==> src/hw/rtl/prd_pkg.sv <==
// Shared constants and sequencer state codes for the pulse-rate detector.
// No dependencies; imported by every module of the block.
`default_nettype none

package prd_pkg;

	localparam int unsigned WINDOW_LEN = 32;
	localparam int unsigned FILL_W     = 6;

	localparam int unsigned SAMPLE_W = 12;
	localparam int unsigned PERIOD_W = 10;
	localparam int unsigned TICK_W   = 16;
	localparam int unsigned PROD_W   = TICK_W + PERIOD_W;
	localparam int unsigned BPM_W    = 8;
	localparam int unsigned ADDR_W   = 3;
	localparam int unsigned DATA_W   = 32;

	localparam logic [SAMPLE_W-1:0] FULL_SCALE    = 12'd4095;
	localparam logic [TICK_W-1:0]   MS_PER_MIN    = 16'd60000;
	localparam logic [TICK_W-1:0]   TICK_MAX      = 16'hFFFF;
	localparam logic [BPM_W-1:0]    BPM_MAX       = 8'd200;
	localparam logic [BPM_W-1:0]    BPM_MIN       = 8'd30;
	localparam logic [PERIOD_W-1:0] PERIOD_RESET  = 10'd20;
	localparam logic [FILL_W-1:0]   WIN_LEN_FILL  = FILL_W'(WINDOW_LEN);

	// Register indexes
	localparam logic REG_PERIOD = 1'b0;

	// Sequencer states
	localparam logic [2:0] ST_IDLE = 3'd0;
	localparam logic [2:0] ST_WIN  = 3'd1;
	localparam logic [2:0] ST_THR  = 3'd2;
	localparam logic [2:0] ST_BEAT = 3'd3;
	localparam logic [2:0] ST_MUL  = 3'd4;
	localparam logic [2:0] ST_SAT  = 3'd5;
	localparam logic [2:0] ST_DIV  = 3'd6;
	localparam logic [2:0] ST_DONE = 3'd7;

endpackage

`default_nettype wire

==> src/hw/rtl/prd_divider.sv <==
// Restoring divider, one quotient bit per cycle: 60000 / divisor.
// Depends on prd_pkg for widths and the dividend constant.
`default_nettype none

module prd_divider (
	input  wire                         clk,
	input  wire                         arst_n,
	input  wire                         start,
	input  wire  [prd_pkg::TICK_W-1:0]  divisor,
	output logic                        done,
	output logic [prd_pkg::TICK_W-1:0]  quotient
);
	import prd_pkg::*;

	localparam int unsigned CNT_W = $clog2(TICK_W);

	logic                busy_q;
	logic [CNT_W-1:0]    cnt_q;
	logic [TICK_W-1:0]   rem_q;
	logic [TICK_W-1:0]   quo_q;
	logic [TICK_W-1:0]   div_q;
	logic                done_q;
	logic [TICK_W:0]     trial;
	logic                fits;

	// shift in the next dividend bit, try to subtract
	assign trial = {rem_q, quo_q[TICK_W-1]};
	assign fits  = trial >= {1'b0, div_q};

	always_ff @(posedge clk or negedge arst_n) begin
		if (!arst_n) begin
			busy_q <= 1'b0;
			cnt_q  <= '0;
			done_q <= 1'b0;
		end else begin
			done_q <= 1'b0;
			if (start) begin
				busy_q <= 1'b1;
				cnt_q  <= '0;
			end else if (busy_q) begin
				cnt_q <= cnt_q + 1'b1;
				if (cnt_q == CNT_W'(TICK_W - 1)) begin
					busy_q <= 1'b0;
					done_q <= 1'b1;
				end
			end
		end
	end

	always_ff @(posedge clk) begin
		if (start) begin
			rem_q <= '0;
			quo_q <= MS_PER_MIN;
			div_q <= divisor;
		end else if (busy_q) begin
			rem_q <= fits ? TICK_W'(trial - {1'b0, div_q}) : trial[TICK_W-1:0];
			quo_q <= {quo_q[TICK_W-2:0], fits};
		end
	end

	assign done     = done_q;
	assign quotient = quo_q;

endmodule

`default_nettype wire

==> src/hw/rtl/pulse_rate_detector.sv <==
// Pulse-rate detector: each accepted sample passes the WIN, THR, BEAT and DONE states;
// the second beat of a pair adds MUL and SAT, then DIV unless the period is zero.
// in_ready is high only while the sequencer idles: a new sample waits for the last result
// to reach the output register, and the sequencer holds in DONE while that register waits.
// Reset (arst_n low, asynchronous) clears all but the payload registers, period set to 20 ms.
// Top level; depends on prd_pkg and prd_divider.
`default_nettype none

module pulse_rate_detector (
	input  wire                           clk,
	input  wire                           arst_n,
	// APB-style configuration port
	input  wire                           psel,
	input  wire                           penable,
	input  wire                           pwrite,
	input  wire  [prd_pkg::ADDR_W-1:0]    paddr,
	input  wire  [prd_pkg::DATA_W-1:0]    pwdata,
	output logic [prd_pkg::DATA_W-1:0]    prdata,
	output logic                          pready,
	// sample channel
	input  wire                           in_valid,
	output logic                          in_ready,
	input  wire  [prd_pkg::SAMPLE_W-1:0]  raw_sample,
	// result channel
	output logic                          out_valid,
	input  wire                           out_ready,
	output logic [prd_pkg::SAMPLE_W-1:0]  signal,
	output logic                          pulse_level,
	output logic                          beat,
	output logic                          rate_updated,
	output logic [prd_pkg::TICK_W-1:0]    ibi_ms,
	output logic [prd_pkg::BPM_W-1:0]     bpm
);
	import prd_pkg::*;

	// ---------------------------------------------------------------
	// Configuration: one register, sample period in ms, at address 0.
	// paddr[2] selects the word; anything at word 1 is ignored.
	// ---------------------------------------------------------------
	logic [PERIOD_W-1:0] period_q;
	logic                reg_sel;

	assign reg_sel = paddr[2];
	assign pready  = 1'b1;

	always_ff @(posedge clk or negedge arst_n) begin
		if (!arst_n) begin
			period_q <= PERIOD_RESET;
		end else if (psel && penable && pwrite && reg_sel == REG_PERIOD) begin
			period_q <= pwdata[PERIOD_W-1:0];
		end
	end

	always_comb begin
		prdata = '0;
		if (reg_sel == REG_PERIOD) begin
			prdata = DATA_W'(period_q);
		end
	end

	// ---------------------------------------------------------------
	// Detector state
	// ---------------------------------------------------------------
	logic [2:0]           state_q;
	logic [SAMPLE_W-1:0]  sig_q;
	logic [SAMPLE_W-1:0]  prev_q;
	logic [FILL_W-1:0]    fill_q;
	logic [SAMPLE_W-1:0]  wmax_q;
	logic [SAMPLE_W-1:0]  wmin_q;
	logic [SAMPLE_W-1:0]  mid_q;
	logic [SAMPLE_W-1:0]  noise_q;
	logic                 pulse_prev_q;
	logic                 parity_q;
	logic [TICK_W-1:0]    first_q;
	logic [TICK_W-1:0]    tick_q;
	logic [TICK_W-1:0]    ibi_q;
	logic [BPM_W-1:0]     bpm_q;

	// per-sample working registers
	logic                 pulse_q;
	logic                 beat_q;
	logic                 upd_q;
	logic [TICK_W-1:0]    diff_q;
	logic [PROD_W-1:0]    prod_q;

	// result register
	logic                 out_valid_q;
	logic [SAMPLE_W-1:0]  out_sig_q;
	logic                 out_pulse_q;
	logic                 out_beat_q;
	logic                 out_upd_q;
	logic [TICK_W-1:0]    out_ibi_q;
	logic [BPM_W-1:0]     out_bpm_q;

	// divider hookup
	logic                 div_start;
	logic                 div_done;
	logic [TICK_W-1:0]    div_quo;
	logic [TICK_W-1:0]    ibi_sat;

	// window arithmetic
	logic signed [SAMPLE_W:0] rise;
	logic                     in_window;
	logic [SAMPLE_W:0]        wsum;
	logic                     pulse_now;
	logic                     beat_now;
	logic                     out_free;

	assign in_ready  = (state_q == ST_IDLE);
	assign out_free  = !out_valid_q || out_ready;

	// signed rise over the previous signal, against the noise limit
	assign rise      = signed'({1'b0, sig_q}) - signed'({1'b0, prev_q});
	assign in_window = rise < signed'({1'b0, noise_q});
	assign wsum      = {1'b0, wmax_q} + {1'b0, wmin_q};

	assign pulse_now = sig_q > mid_q;
	assign beat_now  = !pulse_prev_q && pulse_now;

	// IBI saturates at 16 bits
	assign ibi_sat   = (prod_q > PROD_W'(TICK_MAX)) ? TICK_MAX : prod_q[TICK_W-1:0];
	assign div_start = (state_q == ST_SAT) && (ibi_sat != '0);

	prd_divider u_div (
		.clk      (clk),
		.arst_n   (arst_n),
		.start    (div_start),
		.divisor  (ibi_sat),
		.done     (div_done),
		.quotient (div_quo)
	);

	// ---------------------------------------------------------------
	// Sequencer
	//   WIN : window min/max update with the noise gate
	//   THR : close a full window into mid threshold and noise limit
	//   BEAT: crossing detection, beat pairing, tick bookkeeping
	//   MUL : tick distance times period
	//   SAT : saturate IBI, start the divide (or force 200 bpm at zero)
	//   DIV : wait for the quotient, clamp to 30..200
	//   DONE: hand the result to the output register when it is free
	// ---------------------------------------------------------------
	always_ff @(posedge clk or negedge arst_n) begin
		if (!arst_n) begin
			state_q      <= ST_IDLE;
			prev_q       <= '0;
			fill_q       <= '0;
			wmax_q       <= '0;
			wmin_q       <= FULL_SCALE;
			mid_q        <= '0;
			noise_q      <= '0;
			pulse_prev_q <= 1'b0;
			parity_q     <= 1'b0;
			first_q      <= '0;
			tick_q       <= '0;
			ibi_q        <= '0;
			bpm_q        <= '0;
			out_valid_q  <= 1'b0;
		end else begin
			if (out_valid_q && out_ready) begin
				out_valid_q <= 1'b0;
			end
			unique case (state_q)
				ST_IDLE: begin
					if (in_valid) begin
						state_q <= ST_WIN;
					end
				end
				ST_WIN: begin
					prev_q <= sig_q;
					if (in_window) begin
						if (sig_q > wmax_q) wmax_q <= sig_q;
						if (sig_q < wmin_q) wmin_q <= sig_q;
						fill_q <= fill_q + 1'b1;
					end
					state_q <= ST_THR;
				end
				ST_THR: begin
					if (fill_q >= WIN_LEN_FILL) begin
						fill_q  <= '0;
						mid_q   <= wsum[SAMPLE_W:1];
						noise_q <= (wmax_q >= wmin_q) ?
							SAMPLE_W'((wmax_q - wmin_q) >> 1) : '0;
						wmax_q  <= '0;
						wmin_q  <= FULL_SCALE;
					end
					state_q <= ST_BEAT;
				end
				ST_BEAT: begin
					pulse_prev_q <= pulse_now;
					state_q      <= ST_DONE;
					if (beat_now && parity_q) begin
						// second beat of the pair: counter restarts, then ticks once
						parity_q <= 1'b0;
						tick_q   <= TICK_W'(1);
						if (tick_q > first_q) begin
							state_q <= ST_MUL;
						end
					end else begin
						if (beat_now) begin
							parity_q <= 1'b1;
							first_q  <= tick_q;
						end
						if (tick_q != TICK_MAX) tick_q <= tick_q + 1'b1;
					end
				end
				ST_MUL: begin
					state_q <= ST_SAT;
				end
				ST_SAT: begin
					ibi_q <= ibi_sat;
					if (ibi_sat == '0) begin
						bpm_q   <= BPM_MAX;
						state_q <= ST_DONE;
					end else begin
						state_q <= ST_DIV;
					end
				end
				ST_DIV: begin
					if (div_done) begin
						if (div_quo > TICK_W'(BPM_MAX)) begin
							bpm_q <= BPM_MAX;
						end else if (div_quo < TICK_W'(BPM_MIN)) begin
							bpm_q <= BPM_MIN;
						end else begin
							bpm_q <= div_quo[BPM_W-1:0];
						end
						state_q <= ST_DONE;
					end
				end
				ST_DONE: begin
					if (out_free) begin
						out_valid_q <= 1'b1;
						state_q     <= ST_IDLE;
					end
				end
				default: begin
					state_q <= ST_IDLE;
				end
			endcase
		end
	end

	// payload and working registers, no reset needed
	always_ff @(posedge clk) begin
		if (state_q == ST_IDLE && in_valid) begin
			sig_q <= FULL_SCALE - raw_sample;
			upd_q <= 1'b0;
		end
		if (state_q == ST_BEAT) begin
			pulse_q <= pulse_now;
			beat_q  <= beat_now;
			diff_q  <= tick_q - first_q;
			upd_q   <= beat_now && parity_q && (tick_q > first_q);
		end
		if (state_q == ST_MUL) begin
			prod_q <= diff_q * period_q;
		end
		if (state_q == ST_DONE && out_free) begin
			out_sig_q   <= sig_q;
			out_pulse_q <= pulse_q;
			out_beat_q  <= beat_q;
			out_upd_q   <= upd_q;
			out_ibi_q   <= ibi_q;
			out_bpm_q   <= bpm_q;
		end
	end

	assign out_valid    = out_valid_q;
	assign signal       = out_sig_q;
	assign pulse_level  = out_pulse_q;
	assign beat         = out_beat_q;
	assign rate_updated = out_upd_q;
	assign ibi_ms       = out_ibi_q;
	assign bpm          = out_bpm_q;

endmodule

`default_nettype wire

==> config.mk <==
export PLATFORM = sky130hd
export DESIGN_NAME = pulse_rate_detector
export DESIGN_NICKNAME = d
export VERILOG_FILES = /design/src/hw/rtl/prd_pkg.sv /design/src/hw/rtl/prd_divider.sv /design/src/hw/rtl/pulse_rate_detector.sv
export SDC_FILE = /design/constraint.sdc
export NUM_CORES = 1
export LEC_CHECK = 0
export ABC_CLOCK_PERIOD_IN_PS = 12000
export BUFFER_PORTS_ARGS = -buffer_cell sky130_fd_sc_hd__buf_2
export CAP_MARGIN = 20
export CORE_MARGIN = 2
export CORE_UTILIZATION = 60
export DETAILED_ROUTE_END_ITERATION = 8
export PLACE_DENSITY_LB_ADDON = 0.25
export SYNTH_ARGS = -nofsm -noshare
export SYNTH_HDL_FRONTEND = slang
export SYNTH_HIERARCHICAL = 1
export SYNTH_SLANG_ARGS = --single-unit
==> constraint.sdc <==
create_clock -name clk -period 12 [get_ports clk]
set_clock_uncertainty 0.15 [all_clocks]
set_input_delay 1.2 -clock clk [delete_from_list [all_inputs] [get_ports clk]]
set_output_delay 1.2 -clock clk [all_outputs]
set_load 0.02 [all_outputs]
**Word-level counts from Yosys, hierarchy flattened**

Index checks and enable logic that the tools add are counted.
W data, S select, Z words.

- Bits in registers: 288
- Bits of input ports: 54
- Logic and storage cells: 148
- Output and inout port bits: 74

- Multiply operators: 1
- $lt $le $gt $ge: 11
- Equal/unequal tests: 17
- Mux-type cells: 44
- Bitwise operators: 2
- Add/sub/neg operators: 9
- Reduce and logical (&&, ||, !) cells: 31

Operators with widths:

| operator | count |
|---|---|
| $mux W12 | 6 |
| $mux W16 | 4 |
| $pmux W12 S2 | 2 |
| $mux W8 | 4 |
| $sub A16 B16 Y16 | 2 |
| $gt A26 B16 Y1 const B | 1 |
| $mul A16 B10 Y26 | 1 |
| $gt A12 B12 Y1 | 2 |
| $pmux W3 S8 | 1 |
| $ge A17 B16 Y1 | 1 |
| $add A16 B1 Y16 const B | 1 |
| $gt A16 B16 Y1 | 1 |
| $gt A16 B8 Y1 const B | 1 |
| $logic_not A16 Y1 | 1 |
| $lt A16 B5 Y1 const B | 1 |
| $ne A16 B16 Y1 const B | 1 |
| $pmux W8 S2 | 1 |
| $reduce_bool A16 Y1 | 1 |
| $mux W1 | 14 |
| $add A12 B12 Y13 | 1 |
| $lt A13 B13 Y1 | 1 |
| $sub A12 B12 Y13 | 1 |
| $eq A3 B3 Y1 const B | 4 |
| $ge A12 B12 Y1 | 1 |
| other kinds (27) | 61 |

**Logic depth before layout (Yosys ltp)**

- Word-level depth: 5
- Depth in mapped cells: 22
- Depth with buffers taken out: 20

**By module**

The synthesis kept the hierarchy.

Modules (own cells, without submodules):

| module | area an instance (µm²) | cells each | instances | seq. area each (µm²) |
|---|---|---|---|---|
| pulse_rate_detector | 17470.5 | 1745 | 1 | 6328.6 |
| prd_divider | 3134.3 | 339 | 1 | 1271.2 |

**Least setup slack after synthesis**

No wires, ideal clock.

- Path type: reg-to-reg
- From: register period_q[2]
- To: register prod_q[25], data pin
- Setup slack: 5944 ps
- Path buffers: 2
- Stages on the path, launching flop included: 23
- Period minus slack after synthesis: 6056 ps
- Setup time: 259 ps
- Data required time: 11591 ps
- Arrival time: 5647 ps
- Path through: dfstp_2 > clkbuf_1 > clkbuf_1 > nand2_1 > fa_1 > inv_1 > fa_1 > inv_1 > fa_1 > inv_1 > fa_1 > inv_1 > fa_1 > inv_1 > ha_1 > a2111oi_0 > o21ai_0 > nand3b_1 > o31ai_1 > a2111oi_2 > o31ai_1 > a21oi_1 > xnor2_1

- Word-level cells in the longest chain between the ends: 1

Ends and longest elaborated chain:

| element | line | RTL |
|---|---|---|
| from (decl) | pulse_rate_detector.sv:40 | `logic [PERIOD_W-1:0] period_q;` |
| from (signal assigned) | pulse_rate_detector.sv:50 | `period_q <= pwdata[PERIOD_W-1:0];` |
| $mul A16 B10 Y26 | pulse_rate_detector.sv:257 | `prod_q <= diff_q * period_q;` |
| to (signal assigned) | pulse_rate_detector.sv:257 |  |
| to (decl) | pulse_rate_detector.sv:84 | `logic [PROD_W-1:0] prod_q;` |

No other way between the ends.
A chain may end at the register's enable or synchronous reset.

**Worst setup path in the final report**

- From: register period_q[3]
- To: register prod_q[25], data pin

The elaborated chain is that of the path after synthesis.

==> summary.txt <==
Worst setup path
  – Critical path's top delay family: adder cells
  – Critical R2R Launch: period_q[3]
  – Worst setup path category: reg -> reg
  – Worst-path fanout max: 18
  – WP buf/inv: 5
  – Worst endpoint required time: approximately 12 ns
  – CP Launch Point: period_q[3]
  – Crit start category: flop
  – Slowest cell delay on critical path: around 0.76 ns
  – CP Data Arrival Time: roughly 6.6 ns
  – Slowest-stage cell, CP: dfrtp_1
  – Critical Path, Cell by Cell: nand2_1 > fa_1 > inv_1 > fa_1 > inv_1 > fa_1 > inv_1 > fa_1 > inv_1 > fa_1 > inv_1 > ha_1 > o21a_1 > nor2_1 > nand3b_1 > o31ai_1 > a2111oi_2 > o31ai_1 > a21oi_1 > xnor2_1
  – Critical Path End Type: flop

Finish
  – Ant. Diodes: 0
  – Post-layout nets: about 2,500
  – Share of layout cells above drive strength 1: 10.9%
  – Final design utilization: roughly two thirds
  – Fill count: between 2,000 and 3,000
  – Final instance area: between 0.02 and 0.025 sq mm
  – Area delta synth->final: 8.74%

Die
  – Total core area: between 0.03 and 0.04 sq mm
  – Rows: 67
  – Top Ports: 128
  – Die ar.: ~0.036 sq mm
  – Initial Utilization: about three fifths
  – Chip height: between 150 and 200 um
  – Die Wd: 189 um

Yosys
  – Most frequent cells after synthesis: inv_1 (260), nand2_1 (201), ha_1 (178)
  – Top post-synthesis cells by area: edfxtp_1 (16%), dfrtp_1 (16%), fa_1 (11%)
  – Mux contribution to synthesized area: under 10%
  – Synthesized instance count: about 2,100
  – Post-Synth XOR/XNOR Area: between 3 and 4%
  – Yosys cell types: slightly below 90
  – Synthesis Warnings: 6
  – Simple-Gate Fraction of Synth Area: between 10 and 15%
  – Mapped cell area: just over 0.02 sq mm
  – Compound-Gate Fraction of Synth Area: between 10% and 20%
  – Sequential fraction of the synthesis area: between 30 and 40%
  – Most common cell in the netlist: inv_1
  – Post-Synth Adder-Cell Area: 22.0%
  – Async S/R FF share, synth: around half
  – Cell accounting for the most synthesized area: edfxtp_1
  – Post-synth EDFFs: ~110
  – Mean post-synth cell area: 9.89 sq um
  – Number of synthesized register bits: about 290
  – Largest family of logic cells by synthesized area: adder cells
  – Share of the synthesized area in the top cell type: ~16%
  – Post-synth top flop: dfrtp_1

Routing
  – Drt drc: 0
  – Pre-antenna DRT Iters: 5
  – Vias: 14,951
  – Via density: around 5.7
  – DR iter-0 viols: approximately 900
  – Post-DRT Antenna Nets: 0
  – WL/cell: around 17 um
  – Drt total wl: about 44,000 um

Timing
  – Final Max Tran Viols: 0
  – Tcrit/Tclk final: 53.5%
  – Relative slew slack: around a quarter
  – Min Hold Slack: approximately 0.27 ns
  – RSZ-0062 raised after global routing: no
  – Post-route setup TNS: 0 ns
  – Fin crit period: about 6.4 ns
  – Final hold violations: 0
  – Worst-Margin Slew: between 1 and 1.5 ns
  – Fmax: 156 MHz
  – Setup violators final: 0

Clock network
  – CTS tree: done
  – CTS resizes: 0
  – CTS clk-pin slew, worst paths: ~0.060 ns
  – Hold-fix buffers, CTS: 0
  – Post-CTS Setup Inserts: 0
  – H-tree levels: 1
  – Root Buffer: clkbuf_16
  – CTS sink cnt: approximately 290
  – Worst-Skew Late Latency: about 0.59 ns
  – Clock buffer depth: 3
  – CTS buffer count: 31

Min path
  – Worst Hold Class: reg -> reg
  – Worst hold start: beat_q

Global route
  – GRT overflow: 0
  – First-pass GRT wire length: around 73,000 um
  – Largest net degree at the start of global routing: between 90 and 100
  – Vias in the first global route: approximately 15,000
  – All-layer global routing usage: 25.0%
  – Antenna violations before repair: 0

Outcome
  – Outcome: complete, no violations

Place
  – DP Area: ~0.021 sq mm
  – DP Wirelength: 31,600 um
  – Gp weighted congestion: roughly 0.91
  – IO buf count: 80

Run
  – Max_cap viols: 0
[metal layers]
layer / GRT usage, % / vias to the layer above / wire length [um]
met5: 0 / - / 0
met4: 6.89 / 0 / 967
met3: 3.26 / 75 / 2700
met2: 42.0 / 422 / 20900
met1: 34.3 / 7331 / 19100
li1: - / 7123 / -
[kinds of logic after synthesis]
group                    count (synthesis)
adder cells (fa/ha/maj)                293
AND/OR/NAND/NOR                        626
multiplexers                            69
flip-flops                             287
AO/OA/AOI/OAI                          361
buffers and inverters                  362
other                                    2
XOR/XNOR                                84
[metrics by stage]
stage,cells,setup WS (ns)
CTS,2603,5.56
global placement,2545,5.74
floorplan,2105,5.94
global route,2603,5.13
finish,2603,5.58
detailed placement,2545,5.58
[area by class of cell]
cell class                      instances  area (sq um)  share of cell area, %
Clock buffer                           35           801                   3.57
Clock inverter                         23           340                   1.52
Inverter                              261           980                   4.37
Multi-Input combinational cell       1456         11600                   51.9
Sequential cell                       287          7600                   33.9
Tap cell                              448           561                   2.50
Timing Repair Buffer                   93           504                   2.25
[worst register-to-register path: stages, from the launching register on]
cell and delay (ns):
dfrtp_1 0.76, nand2_1 0.19, fa_1 0.57, inv_1 0.05
fa_1 0.49, inv_1 0.05, fa_1 0.47, inv_1 0.05
fa_1 0.53, inv_1 0.06, fa_1 0.52, inv_1 0.05
ha_1 0.31, o21a_1 0.15, nor2_1 0.06, nand3b_1 0.23
o31ai_1 0.73, a2111oi_2 0.22, o31ai_1 0.30, a21oi_1 0.11
xnor2_1 0.13
[registers in the layout, summed over array words and instances, names as in the netlist, 16 cells and up]
name            flops
tick_q             16
u_div/rem_q        16
u_div/div_q        16
u_div/quotient     16
ibi_q              16
ibi_ms             16
first_q            16
prod_q             26
diff_q             16
[cells in the final DEF (no fill, tap or decap), types with 29 or more instances in the layout]
cell type	n
nand3_1	37
mux2i_1	40
buf_2	79
a21oi_1	75
inv_1	260
nor2_1	130
xnor2_1	61
edfxtp_1	112
dfrtp_1	128
nand2_1	201
a21o_1	43
fa_1	115
o21ai_0	81
and2_1	87
clkbuf_16	31
dfxtp_1	32
ha_1	178
mux2_2	29
[final timing paths]
kind / endpoint / slack (ns) / depth (start not counted)
setup / recovery: prod_q[25] / 5.58 / 20
hold / removal: beat / 0.27 / 0
setup reg to reg: prod_q[25] / 5.58 / 20
hold reg to reg: beat / 0.27 / 0
max in group asynchronous: period_q[8] / 9.82 / 2
min in group asynchronous: ibi_q[11] / 0.54 / 1
Power is not shown: default switching activity piles up to over one toggle a cycle in this logic, so the estimate is an artifact.
